--- src/rtl/pdu_pkg.sv ---
// Package for the percent decoder with UTF-8 check: status codes, the item
// record carried between the stages, character constants and the hex helper.
// No dependencies.
`timescale 1ns / 1ps
`default_nettype none

package pdu_pkg;

    // Final status codes, reported with the last byte of a string
    typedef enum logic [2:0] {
        ST_OK          = 3'd0,
        ST_BAD_PERCENT = 3'd1,
        ST_CONTROL     = 3'd2,
        ST_BAD_UTF8    = 3'd3,
        ST_TOO_LONG    = 3'd4
    } t_status;

    // One item as it moves through both queues
    typedef struct packed {
        logic       valid;   // data carries a decoded byte
        logic [7:0] data;    // decoded byte, zero when not valid
        logic       last;    // closes the string
        t_status    status;  // front status in the middle queue, final at the output
    } t_item;

    // Configuration register indexes
    localparam logic CFG_PLUS_SPACE = 1'b0;
    localparam logic CFG_MAX_LEN    = 1'b1;

    localparam logic [15:0] MAX_LEN_RESET = 16'd16384;

    // Queue depth, shared by both queues
    localparam int PDU_FIFO_DEPTH = 2;
    localparam int PDU_PTR_W      = (PDU_FIFO_DEPTH > 1) ? $clog2(PDU_FIFO_DEPTH) : 1;
    localparam int PDU_CNT_W      = $clog2(PDU_FIFO_DEPTH + 1);

    // Encoded length counter saturates here
    localparam logic [16:0] COUNT_MAX = 17'h1FFFF;

    // Characters
    localparam logic [7:0] CHAR_PERCENT = 8'h25;
    localparam logic [7:0] CHAR_PLUS    = 8'h2B;
    localparam logic [7:0] CHAR_SPACE   = 8'h20;
    localparam logic [7:0] CTRL_LIMIT   = 8'h20;
    localparam logic [7:0] CHAR_DEL     = 8'h7F;

    // UTF-8 lead byte ranges and code point limits
    localparam logic [7:0]  UTF8_ASCII_MAX = 8'h7F;
    localparam logic [7:0]  UTF8_LEAD2_MIN = 8'hC2;
    localparam logic [7:0]  UTF8_LEAD2_MAX = 8'hDF;
    localparam logic [7:0]  UTF8_LEAD3_MIN = 8'hE0;
    localparam logic [7:0]  UTF8_LEAD3_MAX = 8'hEF;
    localparam logic [7:0]  UTF8_LEAD4_MIN = 8'hF0;
    localparam logic [7:0]  UTF8_LEAD4_MAX = 8'hF4;
    localparam logic [20:0] CP_MIN_3BYTE   = 21'h000800;
    localparam logic [20:0] CP_MIN_4BYTE   = 21'h010000;
    localparam logic [20:0] CP_SURR_LO     = 21'h00D800;
    localparam logic [20:0] CP_SURR_HI     = 21'h00DFFF;
    localparam logic [20:0] CP_MAX         = 21'h10FFFF;

    // Hex digit value; bit 4 set when the byte is not a hex digit
    function automatic logic [4:0] hex_value(input logic [7:0] c);
        logic [4:0] v;
        v = 5'h10;
        if (c >= 8'h30 && c <= 8'h39) begin
            v = {1'b0, 4'(c - 8'h30)};
        end else if (c >= 8'h61 && c <= 8'h66) begin
            v = {1'b0, 4'(c - 8'h57)};
        end else if (c >= 8'h41 && c <= 8'h46) begin
            v = {1'b0, 4'(c - 8'h37)};
        end
        return v;
    endfunction

endpackage

`default_nettype wire

--- src/rtl/pdu_fifo.sv ---
// Small first-in first-out queue of t_item records, depth from pdu_pkg.
// Depends on pdu_pkg.
`timescale 1ns / 1ps
`default_nettype none

module pdu_fifo
    import pdu_pkg::*;
(
    input  wire   i_clk,
    input  wire   i_rst_n,
    input  wire   i_push,
    input  t_item i_wr_data,
    output logic  o_full,
    input  wire   i_pop,
    output t_item o_rd_data,
    output logic  o_empty
);

    t_item                r_mem [PDU_FIFO_DEPTH];
    logic [PDU_PTR_W-1:0] r_wr_ptr, n_wr_ptr;
    logic [PDU_PTR_W-1:0] r_rd_ptr, n_rd_ptr;
    logic [PDU_CNT_W-1:0] r_count, n_count;
    logic                 wr_fire;
    logic                 rd_fire;

    assign o_full    = (r_count == PDU_CNT_W'(PDU_FIFO_DEPTH));
    assign o_empty   = (r_count == '0);
    assign o_rd_data = r_mem[r_rd_ptr];
    assign wr_fire   = i_push && !o_full;
    assign rd_fire   = i_pop && !o_empty;

    // Pointer and fill count update
    always_comb begin
        n_wr_ptr = r_wr_ptr;
        n_rd_ptr = r_rd_ptr;
        n_count  = r_count;
        if (wr_fire) begin
            n_wr_ptr = (r_wr_ptr == PDU_PTR_W'(PDU_FIFO_DEPTH - 1)) ? '0
                                                                     : r_wr_ptr + 1'b1;
        end
        if (rd_fire) begin
            n_rd_ptr = (r_rd_ptr == PDU_PTR_W'(PDU_FIFO_DEPTH - 1)) ? '0
                                                                     : r_rd_ptr + 1'b1;
        end
        if (wr_fire && !rd_fire) begin
            n_count = r_count + 1'b1;
        end else if (rd_fire && !wr_fire) begin
            n_count = r_count - 1'b1;
        end
    end

    always_ff @(posedge i_clk) begin
        if (!i_rst_n) begin
            r_wr_ptr <= '0;
            r_rd_ptr <= '0;
            r_count  <= '0;
        end else begin
            r_wr_ptr <= n_wr_ptr;
            r_rd_ptr <= n_rd_ptr;
            r_count  <= n_count;
        end
    end

    // Storage, no reset needed
    always_ff @(posedge i_clk) begin
        if (wr_fire) begin
            r_mem[r_wr_ptr] <= i_wr_data;
        end
    end

endmodule

`default_nettype wire

--- src/rtl/pdu_front.sv ---
// Front stage: configuration registers, length count, percent and plus
// decoding, control byte check. Produces one t_item per accepted byte.
// Depends on pdu_pkg.
`timescale 1ns / 1ps
`default_nettype none

module pdu_front
    import pdu_pkg::*;
(
    input  wire         i_clk,
    input  wire         i_rst_n,
    input  wire         i_cfg_we,
    input  wire         i_cfg_idx,
    input  wire  [15:0] i_cfg_data,
    input  wire         i_fire,
    input  wire  [7:0]  i_in_byte,
    input  wire         i_in_last,
    output t_item       o_item
);

    typedef enum logic [1:0] {
        ESC_IDLE,
        ESC_HIGH,
        ESC_LOW
    } t_esc_phase;

    logic        r_plus_space;
    logic [15:0] r_max_len;
    t_esc_phase  r_phase, n_phase;
    logic [3:0]  r_nibble, n_nibble;
    logic [16:0] r_count, n_count;
    t_status     r_err, n_err;

    logic [4:0]  hex;
    logic        have;
    logic [7:0]  value;
    logic        too_long;
    logic        emit;

    // Decode one byte against the running string state
    always_comb begin
        n_count = r_count;
        if (r_count != COUNT_MAX) begin
            n_count = r_count + 17'd1;
        end
        too_long = (n_count > {1'b0, r_max_len});
        hex      = hex_value(i_in_byte);
        n_phase  = r_phase;
        n_nibble = r_nibble;
        n_err    = r_err;
        have     = 1'b0;
        value    = 8'h00;

        case (r_phase)
            ESC_IDLE: begin
                if (i_in_byte == CHAR_PERCENT) begin
                    n_phase = ESC_HIGH;
                end else begin
                    value = (i_in_byte == CHAR_PLUS && r_plus_space) ? CHAR_SPACE
                                                                     : i_in_byte;
                    have  = 1'b1;
                end
            end
            ESC_HIGH: begin
                if (hex[4] && r_err == ST_OK) begin
                    n_err = ST_BAD_PERCENT;
                end
                n_nibble = hex[3:0];
                n_phase  = ESC_LOW;
            end
            ESC_LOW: begin
                if (hex[4]) begin
                    if (r_err == ST_OK) begin
                        n_err = ST_BAD_PERCENT;
                    end
                end else begin
                    value = {r_nibble, hex[3:0]};
                    have  = 1'b1;
                end
                n_phase = ESC_IDLE;
            end
            default: begin
                n_phase = ESC_IDLE;
            end
        endcase

        // Control bytes are dropped and flagged
        if (have && (value < CTRL_LIMIT || value == CHAR_DEL)) begin
            if (n_err == ST_OK) begin
                n_err = ST_CONTROL;
            end
            have = 1'b0;
        end

        emit = have && (n_err == ST_OK) && !too_long;

        // Escape left open at the end of the string
        if (i_in_last && n_phase != ESC_IDLE && n_err == ST_OK) begin
            n_err = ST_BAD_PERCENT;
        end

        o_item.valid  = emit;
        o_item.data   = emit ? value : 8'h00;
        o_item.last   = i_in_last;
        o_item.status = !i_in_last ? ST_OK : (too_long ? ST_TOO_LONG : n_err);
    end

    // Configuration and string state
    always_ff @(posedge i_clk) begin
        if (!i_rst_n) begin
            r_plus_space <= 1'b1;
            r_max_len    <= MAX_LEN_RESET;
            r_phase      <= ESC_IDLE;
            r_nibble     <= 4'h0;
            r_count      <= 17'd0;
            r_err        <= ST_OK;
        end else begin
            if (i_cfg_we) begin
                case (i_cfg_idx)
                    CFG_PLUS_SPACE: r_plus_space <= i_cfg_data[0];
                    CFG_MAX_LEN:    r_max_len    <= i_cfg_data;
                    default:        r_max_len    <= r_max_len;
                endcase
            end
            if (i_fire) begin
                if (i_in_last) begin
                    r_phase  <= ESC_IDLE;
                    r_nibble <= 4'h0;
                    r_count  <= 17'd0;
                    r_err    <= ST_OK;
                end else begin
                    r_phase  <= n_phase;
                    r_nibble <= n_nibble;
                    r_count  <= n_count;
                    r_err    <= n_err;
                end
            end
        end
    end

endmodule

`default_nettype wire

--- src/rtl/pdu_back.sv ---
// Back stage: UTF-8 well-formedness check over the emitted bytes and the
// final status of each string. Depends on pdu_pkg.
`timescale 1ns / 1ps
`default_nettype none

module pdu_back
    import pdu_pkg::*;
(
    input  wire   i_clk,
    input  wire   i_rst_n,
    input  wire   i_fire,
    input  t_item i_item,
    output t_item o_item
);

    logic [1:0]  r_remain, n_remain;
    logic [1:0]  r_total, n_total;
    logic [20:0] r_acc, n_acc;
    logic        r_bad, n_bad;
    logic [7:0]  b;

    assign b = i_item.data;

    // UTF-8 sequence tracking
    always_comb begin
        n_remain = r_remain;
        n_total  = r_total;
        n_acc    = r_acc;
        n_bad    = r_bad;
        if (i_item.valid) begin
            if (r_remain == 2'd0) begin
                if (b <= UTF8_ASCII_MAX) begin
                    n_bad = r_bad;
                end else if (b >= UTF8_LEAD2_MIN && b <= UTF8_LEAD2_MAX) begin
                    n_remain = 2'd1;
                    n_total  = 2'd1;
                    n_acc    = {16'd0, b[4:0]};
                end else if (b >= UTF8_LEAD3_MIN && b <= UTF8_LEAD3_MAX) begin
                    n_remain = 2'd2;
                    n_total  = 2'd2;
                    n_acc    = {17'd0, b[3:0]};
                end else if (b >= UTF8_LEAD4_MIN && b <= UTF8_LEAD4_MAX) begin
                    n_remain = 2'd3;
                    n_total  = 2'd3;
                    n_acc    = {18'd0, b[2:0]};
                end else begin
                    n_bad = 1'b1;
                end
            end else if (b[7:6] != 2'b10) begin
                // expected a continuation byte
                n_bad    = 1'b1;
                n_remain = 2'd0;
            end else begin
                n_acc    = {r_acc[14:0], b[5:0]};
                n_remain = r_remain - 2'd1;
                // sequence complete: overlong, surrogate and range checks
                if (n_remain == 2'd0) begin
                    if ((r_total == 2'd2 && n_acc < CP_MIN_3BYTE) ||
                        (r_total == 2'd3 && n_acc < CP_MIN_4BYTE) ||
                        (n_acc >= CP_SURR_LO && n_acc <= CP_SURR_HI) ||
                        (n_acc > CP_MAX)) begin
                        n_bad = 1'b1;
                    end
                end
            end
        end
    end

    // Result item; the front status wins over a UTF-8 fault
    always_comb begin
        o_item = i_item;
        if (i_item.last && i_item.status == ST_OK && (n_bad || n_remain != 2'd0)) begin
            o_item.status = ST_BAD_UTF8;
        end
    end

    always_ff @(posedge i_clk) begin
        if (!i_rst_n) begin
            r_remain <= 2'd0;
            r_total  <= 2'd0;
            r_acc    <= 21'd0;
            r_bad    <= 1'b0;
        end else if (i_fire) begin
            if (i_item.last) begin
                r_remain <= 2'd0;
                r_total  <= 2'd0;
                r_acc    <= 21'd0;
                r_bad    <= 1'b0;
            end else begin
                r_remain <= n_remain;
                r_total  <= n_total;
                r_acc    <= n_acc;
                r_bad    <= n_bad;
            end
        end
    end

endmodule

`default_nettype wire

--- src/rtl/percent_decode_utf8_check_unit.sv ---
// Top level of the percent decoder with UTF-8 check.
// Depends on pdu_pkg, pdu_fifo, pdu_front and pdu_back.
//
// Usage:
//   Input side is a queue write port: drive i_in_byte / i_in_last and raise
//   push; a transfer happens on a clock edge with push high and full low.
//   Results come out of a queue read port: while empty is low the oldest
//   result sits on o_out_valid / o_out_byte / o_done_res / o_status, and a
//   transfer happens on a clock edge with pop high and empty low.
//   Every input byte gives exactly one result; o_status is meaningful on the
//   result with o_done_res set.
//   An accepted byte passes the middle queue and the UTF-8 checker before it can be popped.
//   Throughput: one byte per cycle while full is low; the front decoder handles a
//   byte per cycle and the UTF-8 checker drains one entry of the two-entry middle
//   queue per cycle into the two-entry result queue while that queue is not full.
//   If the receiver stops popping, the result queue fills, then the middle
//   queue, and full rises; up to four results are held without loss.
//   Configuration (i_cfg_we, i_cfg_idx, i_cfg_data) takes effect at once;
//   write only while no string is in flight.
//   Synchronous reset empties both queues, clears the string state and sets
//   plus-as-space on and the length limit to 16384.
`timescale 1ns / 1ps
`default_nettype none

module percent_decode_utf8_check_unit
    import pdu_pkg::*;
(
    input  wire         i_clk,
    input  wire         i_rst_n,
    input  wire         i_cfg_we,
    input  wire         i_cfg_idx,
    input  wire  [15:0] i_cfg_data,
    input  wire         push,
    output logic        full,
    input  wire  [7:0]  i_in_byte,
    input  wire         i_in_last,
    output logic        empty,
    input  wire         pop,
    output logic        o_out_valid,
    output logic [7:0]  o_out_byte,
    output logic        o_done_res,
    output logic [2:0]  o_status
);

    t_item front_item;
    t_item mid_item;
    t_item back_item;
    t_item out_item;
    logic  in_fire;
    logic  mid_full;
    logic  mid_empty;
    logic  out_full;
    logic  back_fire;

    assign full      = mid_full;
    assign in_fire   = push && !mid_full;
    assign back_fire = !mid_empty && !out_full;

    // Front: decode and classify
    pdu_front u_front (
        .i_clk      (i_clk),
        .i_rst_n    (i_rst_n),
        .i_cfg_we   (i_cfg_we),
        .i_cfg_idx  (i_cfg_idx),
        .i_cfg_data (i_cfg_data),
        .i_fire     (in_fire),
        .i_in_byte  (i_in_byte),
        .i_in_last  (i_in_last),
        .o_item     (front_item)
    );

    // Queue between front and back
    pdu_fifo u_mid_fifo (
        .i_clk     (i_clk),
        .i_rst_n   (i_rst_n),
        .i_push    (push),
        .i_wr_data (front_item),
        .o_full    (mid_full),
        .i_pop     (back_fire),
        .o_rd_data (mid_item),
        .o_empty   (mid_empty)
    );

    // Back: UTF-8 check and final status
    pdu_back u_back (
        .i_clk   (i_clk),
        .i_rst_n (i_rst_n),
        .i_fire  (back_fire),
        .i_item  (mid_item),
        .o_item  (back_item)
    );

    // Result queue
    pdu_fifo u_out_fifo (
        .i_clk     (i_clk),
        .i_rst_n   (i_rst_n),
        .i_push    (back_fire),
        .i_wr_data (back_item),
        .o_full    (out_full),
        .i_pop     (pop),
        .o_rd_data (out_item),
        .o_empty   (empty)
    );

    assign o_out_valid = out_item.valid;
    assign o_out_byte  = out_item.data;
    assign o_done_res  = out_item.last;
    assign o_status    = out_item.status;

    // A status other than ok only travels with the closing byte
    a_status_on_done: assert property (@(posedge i_clk) disable iff (!i_rst_n)
        !empty && !o_done_res |-> o_status == ST_OK)
        else $error("status set on a result that is not the last of a string");

    // Dropped bytes carry zero data
    a_byte_zero: assert property (@(posedge i_clk) disable iff (!i_rst_n)
        !empty && !o_out_valid |-> o_out_byte == 8'h00)
        else $error("data present on a result without a decoded byte");

    // An accepted byte lands in the middle queue
    a_accept_lands: assert property (@(posedge i_clk) disable iff (!i_rst_n)
        push && !full |=> !mid_empty)
        else $error("accepted byte missing from the middle queue");

endmodule

`default_nettype wire

--- config.mk ---
export PLATFORM = sky130hd
export DESIGN_NAME = percent_decode_utf8_check_unit
export DESIGN_NICKNAME = d
export VERILOG_FILES = /design/src/rtl/pdu_pkg.sv /design/src/rtl/pdu_fifo.sv /design/src/rtl/pdu_front.sv /design/src/rtl/pdu_back.sv /design/src/rtl/percent_decode_utf8_check_unit.sv
export SDC_FILE = /design/constraint.sdc
export NUM_CORES = 1
export LEC_CHECK = 0
export BUFFER_PORTS_ARGS = -buffer_cell sky130_fd_sc_hd__buf_2
export CORE_AREA = 2 2 109 111
export DETAILED_ROUTE_END_ITERATION = 16
export DIE_AREA = 0 0 111 113
export PLACE_DENSITY_LB_ADDON = 0.2
export SLEW_MARGIN = 20
export SYNTH_ARGS = -nofsm -noshare
export SYNTH_HDL_FRONTEND = slang
export SYNTH_HIERARCHICAL = 1
export SYNTH_SLANG_ARGS = --single-unit
--- constraint.sdc ---
create_clock -name i_clk -period 5 [get_ports i_clk]
set_input_delay 1 -clock i_clk [delete_from_list [all_inputs] [get_ports i_clk]]
set_output_delay 1 -clock i_clk [all_outputs]
set_load 0.02 [all_outputs]
==> flow_metrics.tcl <==
set metrics [dict create \
    status "finished, final reports clean" \
    rsz0062_at_grt "no" \
    drc_errors 0 \
    start_util_pct 59.35 \
    skew_ns 0.007478 \
    setup_viol 0 \
    yosys.cell_types.count 76 \
    synth-main-ff-cell "dfxtp_1" \
    n_fill_cell 916 \
    post-place-cells 848 \
    cts_tree "done" \
    vdd_ir_drop_max_uv 394.1 \
    worstSetupPathType "flip-flop to flip-flop" \
    design_area_um2 7515 \
    period_share_pct 76.85 \
    arrival_ns 4.10 \
    grt_pass1_vias 5059 \
    dp_hpwl_um 9861 \
    r2r_slack_ns 1.16 \
    syn-num-nets 755 \
    clock.fmax_mhz 260.3 \
    synthCells 697 \
    drt_wl_total_um 14280 \
    end_kind "flip-flop" \
    worstMarginPinSlew_ns 1.065 \
    drtAntennaViolNets 0 \
    drv_slew 0 \
    grtUsageTotal_pct 24.17 \
    fin_ws_ns 1.158 \
    netlist_area_um2 6690 \
    worstPathMaxFanout 8 \
    first_iter_violations 482 \
    syn_to_final_growth_pct 12.32 \
    power_mw 3.537 \
    grt_max_degree 39 \
    multiInputGateArea_um2 3322 \
    holdCritPathClass "flip-flop to flip-flop" \
    clk_pin_slew_worst_paths_ns 0.05 \
    p_leak_nw 2.871 \
    ys_warn_count 6 \
    ys_ff_latch 125 \
    vias 5258 \
    slew_headroom_pct 28.59 \
    ys_seq_area_share_pct 45.18 \
    port_buffers 45 \
    clkLatencyLatePin_ns 0.42 \
    rows 39 \
    holdWs_ns 0.4550 \
    power_density_nw_per_um2 470.6 \
    cts_buffer_depth 2 \
    dpl-instance-area_um2 6899 \
    grt_overflow 0 \
    cts_resized 0 \
    synthArstFlopShare_pct 0 \
    drive_above_1_share_pct 17.37 \
    required_ns 5.26 \
    synth_edf_count 52 \
    gp_congestion 0.8900 \
    grt_pass1_wl_um 24290 \
    die_h_um 113 \
    core_area_um2 11270 \
    seqCellArea_um2 3023 \
    diodes 0 \
    clockRootBuffer "clkbuf_16" \
    final_util_pct 66.67 \
    grt_antenna_before_repair 0 \
    cts_max_level 4 \
    dr.pass1.iters 5 \
    holdBufCountCts 0 \
    tns_ns 0 \
    fin_nets 782 \
    syn_area_per_cell_um2 9.599 \
    viasPerCell 5.975 \
    dieWidth_um 111 \
    place_ws_ns 1.252 \
    cap_violations 0 \
    final_cells 880 \
    post-route-min-period_ns 3.842 \
    cts_sinks 125 \
    cts_buffers 17 \
    wl_per_cell_um 16.22 \
    dieArea_um2 12540 \
    cts_setup_buffers 0 \
    critPathLaunchType "flip-flop" \
    ios 46 \
    hold_viol_final 0 \
]
==> state kept, by name, indices dropped and copies added (netlist names), 3 cells and up, named ones only <==
signal             flops
u_front/r_err          3
u_front/r_max_len     16
u_back/r_acc          15
u_out_fifo/r_mem      26
u_front/r_nibble       4
u_front/r_count       17
u_mid_fifo/r_mem      26
==> critical path: stages, from the launching register on <==
cell      delay (ns)
dfxtp_1         0.41
ha_1            0.31
and3_1          0.26
nand3_1         0.28
and3_1          0.36
nand3_1         0.14
xnor2_1         0.08
ha_1            0.30
nand4_1         0.15
nor4_1          0.40
nor2_1          0.10
o41ai_1         0.09
o211ai_1        0.26
a211o_4         0.39
nor2b_2         0.16
==> cell type report <==
| cell class | count | share of cell area (%) |
|---|---|---|
| Sequential cell | 125 | 40.23 |
| Timing Repair Buffer | 47 | 3.197 |
| Inverter | 36 | 1.798 |
| Tap cell | 143 | 2.381 |
| Clock buffer | 20 | 5.944 |
| Clock inverter | 12 | 2.248 |
| Multi-Input combinational cell | 497 | 44.21 |
==> placed cells by master, fill, tap and decap left out, types with 3 or more instances in the layout <==
cell type / synthesis / routed
nand4_1: 10 / 10
clkinv_1: 1 / 3
o21a_1: 5 / 5
a22oi_1: 15 / 15
o211ai_1: 5 / 5
o21ai_0: 24 / 24
and2_1: 10 / 10
clkbuf_16: 0 / 17
mux2_2: 30 / 30
nand3_1: 30 / 30
xor2_1: 6 / 6
mux2i_1: 16 / 16
nor4_1: 3 / 3
nor2_2: 5 / 5
nor2_1: 42 / 42
nand2_1: 94 / 94
a211oi_1: 3 / 3
dfxtp_1: 73 / 73
nor3b_1: 3 / 3
a31oi_1: 9 / 9
o21ai_1: 7 / 7
buf_2: 3 / 45
nor2b_1: 4 / 4
ha_1: 27 / 27
edfxtp_1: 52 / 52
xnor2_1: 14 / 14
and3_1: 8 / 8
inv_1: 32 / 32
bufinv_16: 0 / 4
inv_2: 3 / 3
clkinvlp_4: 0 / 3
o31ai_1: 3 / 3
or3_1: 7 / 7
a21oi_1: 47 / 47
nand2b_1: 5 / 5
a21boi_0: 3 / 3
nor3_1: 5 / 5
a21boi_1: 3 / 3
and4_1: 4 / 4
==> per-layer routing <==
metal  vias up  track usage [%]  part of all wire, %
met4         0            9.500                  1.5
met2       148            39.51                   48
met1      2506            31.44                   46
li1       2580                -                    -
met3        24            5.624                  4.8
met5         -                0                    0
==> logic make-up after synthesis <==
kind of cell	after synthesis	share of synthesized area [%]
compound gates	154	15.62
xor+xnor	20	2.618
fa+ha+maj	27	5.050
buf+inv	75	5.162
flops	125	45.18
mux	46	7.443
simple gates	250	18.93
==> cells in the mapped netlist, drive strengths merged (3+ instances only) <==
library cell | count | share of area, %
nand4 | 10 | 0.94
ha | 27 | 5.0
or3 | 7 | 0.65
and3 | 8 | 0.75
a21boi | 6 | 0.67
nand3 | 30 | 2.2
xor2 | 6 | 0.79
nor4 | 4 | 0.60
buf | 18 | 2.0
and2 | 11 | 1.0
nor2 | 47 | 2.8
dfxtp | 73 | 22
xnor2 | 14 | 1.8
clkbuf | 21 | 1.2
nor3b | 3 | 0.34
edfxtp | 52 | 23
inv | 35 | 2.0
a22oi | 15 | 1.7
o21a | 6 | 0.69
a21oi | 48 | 3.6
nor3 | 7 | 0.67
a211oi | 3 | 0.34
nand2 | 94 | 5.3
a211o | 3 | 0.52
o31ai | 3 | 0.34
o21ai | 31 | 2.3
a2111oi | 4 | 0.90
nand2b | 5 | 0.47
and4 | 4 | 0.52
a31oi | 9 | 0.84
mux2 | 30 | 5.0
mux2i | 16 | 2.4
o211ai | 6 | 0.75
nor2b | 7 | 0.84
==> final timing paths <==
path                                                         from                                 to  cells past startpoint
worst max-delay path              u_front/r_count[0]$_SDFFE_PN0P_   u_mid_fifo/r_mem[0][6]$_DFFE_PP_                     14
worst min register to register  u_front/r_max_len[2]$_SDFFE_PN0P_  u_front/r_max_len[2]$_SDFFE_PN0P_                      2
worst min-delay path            u_front/r_max_len[2]$_SDFFE_PN0P_  u_front/r_max_len[2]$_SDFFE_PN0P_                      2
worst max register to register    u_front/r_count[0]$_SDFFE_PN0P_   u_mid_fifo/r_mem[0][6]$_DFFE_PP_                     14
==> power breakdown <==
group	switching, mW	total [mW]	internal (mW)	leakage [nW]
Sequential	0.0883	1.35	1.26	1.08
Clock	0.431	1.27	0.841	0.291
Combinational	0.557	0.916	0.359	1.50
No activity file was read; power rests on OpenSTA's default activity.
